$ cat config.mk
export PLATFORM = sky130hd
export DESIGN_NAME = bit_quad_euler_number
export DESIGN_NICKNAME = d
export VERILOG_FILES = /design/src/sv/bqen_pkg.sv /design/src/sv/bqen_line_buf.sv /design/src/sv/bqen_quad.sv /design/src/sv/bqen_count.sv /design/src/sv/bqen_result.sv /design/src/sv/bit_quad_euler_number.sv
export SDC_FILE = /design/constraint.sdc
export NUM_CORES = 2
export LEC_CHECK = 0
export ABC_AREA = 1
export BUFFER_PORTS_ARGS = -buffer_cell sky130_fd_sc_hd__buf_4
export CORE_UTILIZATION = 47
export CTS_BUF_LIST = sky130_fd_sc_hd__clkbuf_8
export CTS_CLUSTER_DIAMETER = 200
export CTS_CLUSTER_SIZE = 40
export DETAILED_ROUTE_END_ITERATION = 6
export SLEW_MARGIN = 20
export SYNTH_ARGS = -nofsm -noshare
export SYNTH_HDL_FRONTEND = slang
export SYNTH_SLANG_ARGS = --single-unit
$ cat constraint.sdc
create_clock -name clk -period 55.2 [get_ports clk]
set_clock_uncertainty 0.2 [all_clocks]
set_input_delay 2.76 -clock clk [delete_from_list [all_inputs] [get_ports clk]]
set_output_delay 2.76 -clock clk [all_outputs]
set_load 0.1 [all_outputs]
$ cat src/sv/bqen_pkg.sv
// Shared types, constants and quad classification for the bit-quad Euler number block.
package bqen_pkg;

  localparam int MAX_WIDTH_DEF = 1024;
  localparam int IMG_W_W       = 11;
  localparam int COUNT_W       = 21;
  localparam int SUM_W         = COUNT_W + 3;
  localparam int EULER_W       = 20;
  localparam int EULER_LIMIT   = 523264;
  localparam int ADDR_W        = 3;
  localparam int DATA_W        = 32;

  localparam logic REG_IMAGE_WIDTH = 1'b0;
  localparam logic REG_EIGHT_CONN  = 1'b1;

  localparam logic [IMG_W_W-1:0] IMAGE_WIDTH_RST = IMG_W_W'(1024);

  typedef struct packed {
    logic single;
    logic triple;
    logic diag;
    logic last;
  } quad_cls_t;

  typedef struct packed {
    logic [COUNT_W-1:0] single;
    logic [COUNT_W-1:0] triple;
    logic [COUNT_W-1:0] diag;
    logic               eight;
  } counts_t;

  // q = {upper_left, up, left, current}
  function automatic quad_cls_t classify(input logic [3:0] q, input logic formed);
    quad_cls_t c;
    logic [2:0] ones;
    ones = 3'(q[0]) + 3'(q[1]) + 3'(q[2]) + 3'(q[3]);
    c.single = formed && (ones == 3'd1);
    c.triple = formed && (ones == 3'd3);
    c.diag   = formed && ((q == 4'b0110) || (q == 4'b1001));
    c.last   = 1'b0;
    return c;
  endfunction

  function automatic logic [COUNT_W-1:0] sat_inc(input logic [COUNT_W-1:0] c,
                                                 input logic inc);
    logic [COUNT_W-1:0] r;
    r = c;
    if (inc && !(&c)) begin
      r = c + COUNT_W'(1);
    end
    return r;
  endfunction

endpackage

$ cat src/sv/bqen_line_buf.sv
// One-row line store with registered read, write bypass and post-reset clearing pass.
module bqen_line_buf #(
  parameter int DEPTH = bqen_pkg::MAX_WIDTH_DEF
) (
  input  logic                     clk,
  input  logic                     rst,
  input  logic                     wr_en,
  input  logic [$clog2(DEPTH)-1:0] wr_addr,
  input  logic                     wr_data,
  input  logic [$clog2(DEPTH)-1:0] rd_addr,
  output logic                     rd_data,
  output logic                     clearing
);

  localparam int AW = $clog2(DEPTH);

  logic          mem [DEPTH];
  logic [AW-1:0] clr_addr;
  logic          rd_q;
  logic          byp;
  logic          byp_data;
  logic          we;
  logic [AW-1:0] wa;
  logic          wd;

  assign we = clearing || wr_en;
  assign wa = clearing ? clr_addr : wr_addr;
  assign wd = clearing ? 1'b0 : wr_data;

  always_ff @(posedge clk) begin
    if (rst) begin
      clearing <= 1'b1;
      clr_addr <= '0;
    end else if (clearing) begin
      clr_addr <= clr_addr + AW'(1);
      if (clr_addr == AW'(DEPTH - 1)) begin
        clearing <= 1'b0;
      end
    end
  end

  always_ff @(posedge clk) begin
    if (we) begin
      mem[wa] <= wd;
    end
    rd_q <= mem[rd_addr];
  end

  always_ff @(posedge clk) begin
    if (rst) begin
      byp <= 1'b0;
    end else begin
      byp <= we && (wa == rd_addr);
    end
    byp_data <= wd;
  end

  assign rd_data = byp ? byp_data : rd_q;

endmodule

$ cat src/sv/bqen_quad.sv
// Raster position tracking, 2x2 quad formation and the classified-quad stage register.
module bqen_quad #(
  parameter int MAX_WIDTH = bqen_pkg::MAX_WIDTH_DEF
) (
  input  logic                          clk,
  input  logic                          rst,
  input  logic                          in_accept,
  input  logic                          pixel,
  input  logic                          last_pixel,
  input  logic [bqen_pkg::IMG_W_W-1:0]  image_width,
  input  logic                          up,
  output logic                          wr_en,
  output logic [$clog2(MAX_WIDTH)-1:0]  wr_addr,
  output logic                          wr_data,
  output logic [$clog2(MAX_WIDTH)-1:0]  rd_addr,
  input  logic                          s1_ready,
  output logic                          s1_valid,
  output bqen_pkg::quad_cls_t           s1_cls
);

  localparam int CW = $clog2(MAX_WIDTH);
  localparam int WW = (CW + 1 > bqen_pkg::IMG_W_W) ? CW + 1 : bqen_pkg::IMG_W_W;
  localparam logic [WW-1:0] MAXW = WW'(MAX_WIDTH);

  logic [CW-1:0] column;
  logic [CW-1:0] column_next;
  logic          left_pixel;
  logic          upper_left_pixel;
  logic          row_nz;
  logic [WW-1:0] iw;
  logic [WW-1:0] w_eff;
  logic [WW-1:0] col_inc;
  logic          wrap;
  logic          formed;
  bqen_pkg::quad_cls_t cls;

  assign iw      = WW'(image_width);
  assign w_eff   = (iw == '0) ? WW'(1) : ((iw > MAXW) ? MAXW : iw);
  assign col_inc = WW'(column) + WW'(1);
  assign wrap    = col_inc >= w_eff;
  assign formed  = row_nz && (column != '0);

  always_comb begin
    cls      = bqen_pkg::classify({upper_left_pixel, up, left_pixel, pixel}, formed);
    cls.last = last_pixel;
  end

  always_comb begin
    if (last_pixel || wrap) begin
      column_next = '0;
    end else begin
      column_next = col_inc[CW-1:0];
    end
  end

  assign wr_en   = in_accept;
  assign wr_addr = column;
  assign wr_data = pixel;
  assign rd_addr = in_accept ? column_next : column;

  always_ff @(posedge clk) begin
    if (rst) begin
      column           <= '0;
      left_pixel       <= 1'b0;
      upper_left_pixel <= 1'b0;
      row_nz           <= 1'b0;
    end else if (in_accept) begin
      column <= column_next;
      if (last_pixel) begin
        left_pixel       <= 1'b0;
        upper_left_pixel <= 1'b0;
        row_nz           <= 1'b0;
      end else if (wrap) begin
        left_pixel       <= 1'b0;
        upper_left_pixel <= 1'b0;
        row_nz           <= 1'b1;
      end else begin
        left_pixel       <= pixel;
        upper_left_pixel <= up;
      end
    end
  end

  always_ff @(posedge clk) begin
    if (rst) begin
      s1_valid <= 1'b0;
    end else if (in_accept) begin
      s1_valid <= 1'b1;
    end else if (s1_ready) begin
      s1_valid <= 1'b0;
    end
    if (in_accept) begin
      s1_cls <= cls;
    end
  end

endmodule

$ cat src/sv/bqen_count.sv
// Saturating quad counters and the end-of-image count snapshot stage.
module bqen_count (
  input  logic                clk,
  input  logic                rst,
  input  logic                s1_valid,
  input  bqen_pkg::quad_cls_t s1_cls,
  output logic                s1_ready,
  input  logic                eight_connected,
  output logic                s2_valid,
  output bqen_pkg::counts_t   s2_counts,
  input  logic                s2_ready
);

  logic [bqen_pkg::COUNT_W-1:0] single_count;
  logic [bqen_pkg::COUNT_W-1:0] triple_count;
  logic [bqen_pkg::COUNT_W-1:0] diagonal_count;
  logic [bqen_pkg::COUNT_W-1:0] single_next;
  logic [bqen_pkg::COUNT_W-1:0] triple_next;
  logic [bqen_pkg::COUNT_W-1:0] diagonal_next;
  logic                         fire;

  assign s1_ready = !s1_cls.last || !s2_valid || s2_ready;
  assign fire     = s1_valid && s1_ready;

  assign single_next   = bqen_pkg::sat_inc(single_count, s1_cls.single);
  assign triple_next   = bqen_pkg::sat_inc(triple_count, s1_cls.triple);
  assign diagonal_next = bqen_pkg::sat_inc(diagonal_count, s1_cls.diag);

  always_ff @(posedge clk) begin
    if (rst) begin
      single_count   <= '0;
      triple_count   <= '0;
      diagonal_count <= '0;
    end else if (fire) begin
      if (s1_cls.last) begin
        single_count   <= '0;
        triple_count   <= '0;
        diagonal_count <= '0;
      end else begin
        single_count   <= single_next;
        triple_count   <= triple_next;
        diagonal_count <= diagonal_next;
      end
    end
  end

  always_ff @(posedge clk) begin
    if (rst) begin
      s2_valid <= 1'b0;
    end else if (fire && s1_cls.last) begin
      s2_valid <= 1'b1;
    end else if (s2_ready) begin
      s2_valid <= 1'b0;
    end
    if (fire && s1_cls.last) begin
      s2_counts.single <= single_next;
      s2_counts.triple <= triple_next;
      s2_counts.diag   <= diagonal_next;
      s2_counts.eight  <= eight_connected;
    end
  end

endmodule

$ cat src/sv/bqen_result.sv
// Euler sum, truncating divide by four, clamp and the output register.
module bqen_result (
  input  logic                                clk,
  input  logic                                rst,
  input  logic                                s2_valid,
  input  bqen_pkg::counts_t                   s2_counts,
  output logic                                s2_ready,
  output logic                                out_valid,
  output logic signed [bqen_pkg::EULER_W-1:0] euler,
  input  logic                                out_ready
);

  localparam int SW = bqen_pkg::SUM_W;
  localparam int EW = SW - 2;
  localparam logic signed [EW-1:0] LIM_P = EW'(bqen_pkg::EULER_LIMIT);
  localparam logic signed [EW-1:0] LIM_N = -EW'(bqen_pkg::EULER_LIMIT);

  logic                 s3_valid;
  logic                 s3_ready;
  logic signed [SW-1:0] s3_sum;
  logic signed [SW-1:0] base;
  logic signed [SW-1:0] dbl;
  logic signed [SW-1:0] sum_next;
  logic signed [SW-1:0] adj;
  logic signed [EW-1:0] quo;
  logic signed [EW-1:0] clamped;

  assign base     = $signed(SW'(s2_counts.single)) - $signed(SW'(s2_counts.triple));
  assign dbl      = $signed({2'b00, s2_counts.diag, 1'b0});
  assign sum_next = s2_counts.eight ? (base - dbl) : (base + dbl);

  assign s3_ready = !out_valid || out_ready;
  assign s2_ready = !s3_valid || s3_ready;

  always_ff @(posedge clk) begin
    if (rst) begin
      s3_valid <= 1'b0;
    end else if (s2_valid && s2_ready) begin
      s3_valid <= 1'b1;
    end else if (s3_ready) begin
      s3_valid <= 1'b0;
    end
    if (s2_valid && s2_ready) begin
      s3_sum <= sum_next;
    end
  end

  // round toward zero: bias negatives by three before the arithmetic shift
  assign adj = s3_sum[SW-1] ? (s3_sum + SW'(3)) : s3_sum;
  assign quo = adj[SW-1:2];

  always_comb begin
    if (quo > LIM_P) begin
      clamped = LIM_P;
    end else if (quo < LIM_N) begin
      clamped = LIM_N;
    end else begin
      clamped = quo;
    end
  end

  always_ff @(posedge clk) begin
    if (rst) begin
      out_valid <= 1'b0;
    end else if (s3_valid && s3_ready) begin
      out_valid <= 1'b1;
    end else if (out_ready) begin
      out_valid <= 1'b0;
    end
    if (s3_valid && s3_ready) begin
      euler <= clamped[bqen_pkg::EULER_W-1:0];
    end
  end

endmodule

$ cat src/sv/bit_quad_euler_number.sv
// Top level: config registers, line store, quad stage, counters and result stage.
// Result path from last_pixel: s1 quad, s2 counts, s3 sum, then the euler register.
// Throughput: one pixel beat per cycle while in_ready is high; the line store has one
// write and one read port. Reset: synchronous; after rst falls a pass zeroes the line
// store while in_ready stays low; config writes are taken throughout.
// Register reset values: image_width 1024, eight_connected 0.
module bit_quad_euler_number #(
  parameter int MAX_WIDTH = bqen_pkg::MAX_WIDTH_DEF
) (
  input  logic                                clk,
  input  logic                                rst,
  input  logic                                in_valid,
  output logic                                in_ready,
  input  logic                                pixel,
  input  logic                                last_pixel,
  output logic                                out_valid,
  input  logic                                out_ready,
  output logic signed [bqen_pkg::EULER_W-1:0] euler,
  input  logic                                psel,
  input  logic                                penable,
  input  logic                                pwrite,
  input  logic [bqen_pkg::ADDR_W-1:0]         paddr,
  input  logic [bqen_pkg::DATA_W-1:0]         pwdata,
  output logic [bqen_pkg::DATA_W-1:0]         prdata,
  output logic                                pready
);

  localparam int CW = $clog2(MAX_WIDTH);

  logic [bqen_pkg::IMG_W_W-1:0] image_width;
  logic                         eight_connected;
  logic                         cfg_wr;
  logic                         in_accept;
  logic                         clearing;
  logic                         up;
  logic                         wr_en;
  logic [CW-1:0]                wr_addr;
  logic                         wr_data;
  logic [CW-1:0]                rd_addr;
  logic                         s1_valid;
  logic                         s1_ready;
  bqen_pkg::quad_cls_t          s1_cls;
  logic                         s2_valid;
  logic                         s2_ready;
  bqen_pkg::counts_t            s2_counts;

  assign pready = 1'b1;
  assign cfg_wr = psel && penable && pwrite && pready;

  always_ff @(posedge clk) begin
    if (rst) begin
      image_width     <= bqen_pkg::IMAGE_WIDTH_RST;
      eight_connected <= 1'b0;
    end else if (cfg_wr) begin
      case (paddr[2])
        bqen_pkg::REG_IMAGE_WIDTH: begin
          image_width <= pwdata[bqen_pkg::IMG_W_W-1:0];
        end
        bqen_pkg::REG_EIGHT_CONN: begin
          eight_connected <= pwdata[0];
        end
        default: begin
        end
      endcase
    end
  end

  always_comb begin
    case (paddr[2])
      bqen_pkg::REG_IMAGE_WIDTH: prdata = bqen_pkg::DATA_W'(image_width);
      bqen_pkg::REG_EIGHT_CONN:  prdata = bqen_pkg::DATA_W'(eight_connected);
      default:                   prdata = '0;
    endcase
  end

  assign in_ready  = !clearing && (!s1_valid || s1_ready);
  assign in_accept = in_valid && in_ready;

  bqen_line_buf #(
    .DEPTH(MAX_WIDTH)
  ) u_line_buf (
    .clk     (clk),
    .rst     (rst),
    .wr_en   (wr_en),
    .wr_addr (wr_addr),
    .wr_data (wr_data),
    .rd_addr (rd_addr),
    .rd_data (up),
    .clearing(clearing)
  );

  bqen_quad #(
    .MAX_WIDTH(MAX_WIDTH)
  ) u_quad (
    .clk        (clk),
    .rst        (rst),
    .in_accept  (in_accept),
    .pixel      (pixel),
    .last_pixel (last_pixel),
    .image_width(image_width),
    .up         (up),
    .wr_en      (wr_en),
    .wr_addr    (wr_addr),
    .wr_data    (wr_data),
    .rd_addr    (rd_addr),
    .s1_ready   (s1_ready),
    .s1_valid   (s1_valid),
    .s1_cls     (s1_cls)
  );

  bqen_count u_count (
    .clk            (clk),
    .rst            (rst),
    .s1_valid       (s1_valid),
    .s1_cls         (s1_cls),
    .s1_ready       (s1_ready),
    .eight_connected(eight_connected),
    .s2_valid       (s2_valid),
    .s2_counts      (s2_counts),
    .s2_ready       (s2_ready)
  );

  bqen_result u_result (
    .clk      (clk),
    .rst      (rst),
    .s2_valid (s2_valid),
    .s2_counts(s2_counts),
    .s2_ready (s2_ready),
    .out_valid(out_valid),
    .euler    (euler),
    .out_ready(out_ready)
  );

endmodule

# ---- Word level (Yosys, flattened, before mapping)
# Memory sizes are Yosys's and may differ from the RTL's. A register that Yosys moved wholly into a read port is not among the register bits.
# Index checks and enable logic that the tools add are counted.
dict set report totals {
  mem_bits_ro 0
  out_inout_bits 55
  latchBits 0
  mem_bits_rw 1024
  mem_count 1
  reg_bits 217
  inputBits 44
}
dict set report classes {
  shift 0
  muxes 35
  order_cmp 4
  add_sub_neg 12
  bitwise 1
  mul 0
  n_eq_ne 6
  div 0
  n_reduce_logical 47
}
# name words word_bits rd rd_clocked_by_memory_dff write_ports line
set mem_list {}
lappend mem_list {u_line_buf.mem 1024 1 1 1 1 bqen_line_buf.sv:17} ;# logic mem [DEPTH];
# op count
set ops {}
lappend ops {{21-bit 2-to-1 mux} 6}
lappend ops {{32-bit case mux with 2 select lines} 1}
lappend ops {{21-bit by 1-bit adder with 21-bit output (second input constant)} 3}
lappend ops {{21-bit AND reduction} 3}
lappend ops {{24-bit 2-to-1 mux} 2}
lappend ops {{10-bit 2-to-1 mux} 3}
lappend ops {{24-bit by 23-bit adder with 24-bit output} 1}
lappend ops {{24-bit by 3-bit adder with 24-bit output (second input constant)} 1}
lappend ops {{24-bit by 23-bit subtractor with 24-bit output} 1}
lappend ops {{22-bit by 20-bit greater-than comparator with 1-bit output (second input constant)} 1}
lappend ops {{22-bit by 20-bit less-than comparator with 1-bit output (second input constant)} 1}
lappend ops {{11-bit 2-to-1 mux} 2}
lappend ops {{21-bit by 21-bit subtractor with 22-bit output} 1}
lappend ops {{1-bit 2-to-1 mux} 20}
lappend ops {{20-bit 2-to-1 mux} 1}
lappend ops {{1-bit logical AND} 16}
lappend ops {{10-bit by 1-bit adder with 11-bit output (second input constant)} 1}
lappend ops {{11-bit >= comparator} 1}
lappend ops {{11-bit greater-than comparator (second input constant)} 1}
lappend ops {{11-bit logical NOT} 1}
lappend ops {{10-bit by 1-bit adder with 10-bit output (second input constant)} 1}
lappend ops {{10-bit == test} 1}
lappend ops {{10-bit == test (second input constant)} 1}
lappend ops {{10-bit nonzero test} 1}
lappend ops {{other kinds (12)} 34}

# ---- Longest topological paths before layout
dict set report logic_depth {
  ltp_word 10
  depth_mapped 32
  depth_no_buf 30
}

# ---- Cells and area by module
# A second synthesis with hierarchy kept.
dict set report hier_totals {
  cells_unflattened 6692
  area_unflattened_um2 61173.7
}
# mod seq_area_each_um2 cells_each instances area_per_inst_um2
set modules_own_cells {}
lappend modules_own_cells {bqen_line_buf 31029.8 4791 1 46873.7}
lappend modules_own_cells {bqen_count 3203.1 819 1 6827.8}
lappend modules_own_cells {bqen_result 1361.3 713 1 5041.1}
lappend modules_own_cells {bqen_quad 400.4 238 1 1620.3}
lappend modules_own_cells {bit_quad_euler_number 240.2 131 1 810.8}

# ---- Least setup slack after synthesis
# No wires, ideal clock.
dict set report synth_timing {
  path_kind {input to register}
  from {in pixel}
  to {mem u_line_buf.mem[0], data pin}
  path_slack_ps 23521
  n_path_buf 0
  required_ps 50007
  setup_ps 4993
  cell_stages 2
  arrival_ps 26486
  path_cell_list {inv_1 -> nor2_1}
}
dict set report synth_between {
  elab_chain_cells 1
}
# item line
set synth_rtl {}
lappend synth_rtl {{start, declared} bit_quad_euler_number.sv:14} ;# input logic pixel,
lappend synth_rtl {{1-bit 2-to-1 mux} bqen_line_buf.sv:28} ;# assign wd = clearing ? 1'b0 : wr_data;
lappend synth_rtl {{net u_line_buf.wd} bqen_line_buf.sv:24} ;# logic wd;
lappend synth_rtl {{end, declared} bqen_line_buf.sv:17}
# The timed path passes the listed nets, and every way through them passes these cells.

# ---- Worst setup path after layout
dict set report layout_timing {
  from {in out_ready}
  to {reg u_line_buf.rd_q (read register of u_line_buf.mem)}
}
dict set report layout_between {
  elab_chain_cells 7
}
# item line
set layout_rtl {}
lappend layout_rtl {{start, declared} bit_quad_euler_number.sv:17} ;# input logic out_ready,
lappend layout_rtl {{1-bit logical OR} bqen_result.sv:32} ;# assign s3_ready = !out_valid || out_ready;
lappend layout_rtl {{1-bit logical OR} bqen_result.sv:33} ;# assign s2_ready = !s3_valid || s3_ready;
lappend layout_rtl {{1-bit logical OR} bqen_count.sv:22} ;# assign s1_ready = !s1_cls.last || !s2_valid || s2_ready;
lappend layout_rtl {{1-bit logical OR} bit_quad_euler_number.sv:76} ;# assign in_ready = !clearing && (!s1_valid || s1_ready);
lappend layout_rtl {{1-bit logical AND} bit_quad_euler_number.sv:76}
lappend layout_rtl {{1-bit logical AND} bit_quad_euler_number.sv:77} ;# assign in_accept = in_valid && in_ready;
lappend layout_rtl {{10-bit 2-to-1 mux} bqen_quad.sv:59} ;# assign rd_addr = in_accept ? column_next : column;
lappend layout_rtl {{end, declared} bqen_line_buf.sv:19} ;# logic rd_q;
# No other way between the ends.
# A chain may end at the register's enable or synchronous reset.

==> impl_metrics.ini <==
[floorplan]
dieWidth_um = 362.9
coreArea_um2 = 129300
design.portCount = 99
fp-row-count = 132
die_h_um = 362.9
die_area_um2 = 131700
initial_core_util = 0.4734

[synth]
yosys_warnings = 0
async_flop_share = 0
ys_types = 58
post-synth-top-count-cell = nand2_1
synthFlopType = edfxtp_1
postSynthCellCount = 6825
synth_top_area_cell = edfxtp_1
yosys_register_bits = 1242
synth_edf_count = 1136
netlist_area_um2 = 61220
yosysTopAreaCellShare = 0.5572
synth_commonest_cells = 1549 x nand2_1, 1171 x nor2_1, 1136 x edfxtp_1, 844 x inv_1, 767 x nand3_1
avgSynthCellArea_um2 = 8.970
synth_area_leaders = edfxtp_1 56%, nand2_1 9.5%, nor2_1 7.2%
yosysSeqAreaShare = 0.5919

[min_path]
min_path_cells = 2
hp-class = reg2reg

[clocking]
htreeDepth = 2
ctsHoldBuffers = 0
cts_buffer_depth = 3
cts_inserted_buffers = 37
clock_latency_ns = 0.83
cts_tree = built
cts.sinks = 1242
cts_setup_buffers = 0
ctsRootBufferMaster = clkbuf_8
post_cts_resized = 0
clkTransAtPathRegs_ns = 0.25

[run_status]
status = finished, final reports clean

[route]
first_iter_violations = 4739
wl_per_cell_um = 19.89
drc = 0
first_pass_iters = 5
route.vias.total = 44670
totalWireLength_um = 165100
vias_per_cell = 5.379
postRouteAntennaNets = 0

[global_routing]
grt_overflow = 0
antenna_found_initial = 2
gr-usage-all-layers = 0.2459
grt_pass1_vias = 40630
grt_max_degree = 280
grt_pass1_wl_um = 245700

[placed_design]
hpwl_um = 86490
port_buffers = 53
place_congestion = 0.8124

[timing]
tightest_slew_ns = 1.141
fmaxAchievable_ghz = 0.1109
period_share = 0.1633
drv_slew = 0
rsz0062_at_grt = no
slew_headroom = 0.2393
finalSetupTns_ns = 0
hold_violations = 0
fin_crit_ns = 9.016
whs_ns = 0.2844
finalSetupViolations = 0

[critical_path]
crit_path_end_kind = flop
critPathKind = in2reg
cp_max_fo = 129
cp.arrival_ns = 9.58
worstPathRequired_ns = 55.76
worstRegToRegCells = 31
worstSetupStartpointType = primary input

[layout]
seq_area_um2 = 36230
multi_input_area_um2 = 19910
nFillCells = 12250
drive_above_1_share = 0.04527
area_growth_pct = 3.268
fin_nets = 6657

[pwr]
p_leak_nw = 23.96
vdd_ir_drop_max_v = 0.00002239
power.density_nw_per_um2 = 21.77

[flow_run]
cap_violations = 0
[registers in the layout, indices dropped and copies added, names as in the netlist, 4 cells and up]
signal                  cells
u_quad.s1_cls               4
u_count.s2_counts          64
u_result.s3_sum            24
u_count.single_count       21
u_result.euler             20
u_count.triple_count       21
u_line_buf.mem           1024
u_count.diagonal_count     21
image_width                11
u_quad.wr_addr             10
u_line_buf.clr_addr        10
[final timing paths]
check | end | slack [ns] | startpoint
max | u_line_buf.rd_q | 46.18 | out_ready
min | u_count.triple_count[3] | 0.28 | u_count.triple_count[3]
max reg2reg | u_line_buf.rd_q | 46.30 | u_quad.wr_addr[0]
min reg2reg | u_count.triple_count[3] | 0.28 | u_count.triple_count[3]
[placed cells by master (no fill, tap or decap), types with 3 or more instances in the layout]
master,Yosys,layout
nor2_1,1171,1168
inv_1,844,857
dfxtp_1,106,106
o21ai_0,118,118
xnor2_1,36,36
edfxtp_1,1136,1136
nor4_1,11,11
nor3_1,41,40
nor3_2,3,4
clkinv_1,5,5
nand2_4,2,5
nand3_1,767,761
nand4_1,18,18
o21a_1,3,3
o21ai_1,14,13
xor2_1,106,106
nor2_2,16,17
conb_1,2,22
inv_2,19,18
o211ai_1,130,130
nand2_1,1549,1502
fa_1,3,3
nand2_2,8,50
or2_2,3,3
o31ai_1,3,3
buf_4,40,122
clkbuf_8,0,39
buf_12,0,4
a211oi_1,4,4
o21ai_4,1,3
nor2_8,3,3
ha_1,65,65
a21oi_1,140,140
nand3_2,3,9
nor2_4,2,4
o21ai_2,4,3
[cell families (layout without fill, tap and decap cells)]
group                      Yosys count  count (layout)  share of synthesized area
AOI/OAI and AO/OA                  430             430                    0.04206
xor gates and xnor gates           143             143                    0.02058
adders and majority gates           68              68                    0.01427
buffers and inverters             1333            1049                    0.08797
DFF                               1242            1242                     0.5919
muxes                                2               2                  0.0003474
other                                2              23                  0.0001227
and+or+nand+nor                   3605            3605                     0.2428
[through the flow]
| stage | area [µm²] | setup WS, ns | power (W) | utilization | instances |
|---|---|---|---|---|---|
| 2_1_floorplan | 61290 | 23.52 | 0.001050 | - | 6845 |
| 3_3_place_gp | 62540 | 45.41 | 0.001059 | 0.4836 | 8248 |
| 3_5_place_dp | 62540 | 45.34 | 0.001060 | 0.4836 | 8248 |
| 4_1_cts | 63160 | 46.27 | 0.001383 | 0.4884 | 8303 |
| 5_1_grt | 63220 | 45.66 | 0.001410 | 0.4889 | 8304 |
| 6_report | 63220 | 46.18 | 0.001377 | 0.4889 | 8304 |
[report_power, final]
part	leakage, nW	switching [W]	internal (W)
logic	12.2	0.0000235	0.00000396
registers	11.4	0.000000543	0.00101
clock network	0.367	0.000270	0.0000671
[routing by layer]
layer	GRT usage	vias to the layer above	wire (µm)
li1	-	21310	-
met1	0.3425	21630	71180
met2	0.4094	1536	77450
met3	0.02697	191	12660
met4	0.06263	0	3868
met5	0	-	0
[critical path: stages]
cell	delay (ns)
buf_4	0.11
inv_1	0.07
nand3_2	0.09
nor2_2	0.13
nand2_1	0.12
nand3_4	0.19
nand2_1	0.49
nand2_8	0.76
buf_4	0.73
buf_4	0.87
buf_4	0.82
buf_4	0.70
nand2_1	0.11
o211ai_1	0.12
o211ai_1	0.14
nand3_1	0.13
nand3_1	0.13
nand3_1	0.14
nand3_1	0.11
nand3_1	0.26
nand3_1	0.20
nand3_1	0.13
nand2_1	0.06
[layout make-up]
class,count,share of cell area
clock inverter,16,0.001425
inverter,868,0.05168
antenna,1,0.00003958
timing repair buffer,126,0.01575
multi-input combinational,4270,0.3150
sequential,1242,0.5732
tap,1742,0.03448
clock buffer,39,0.008491
No activity file was read; power rests on OpenSTA's default activity.
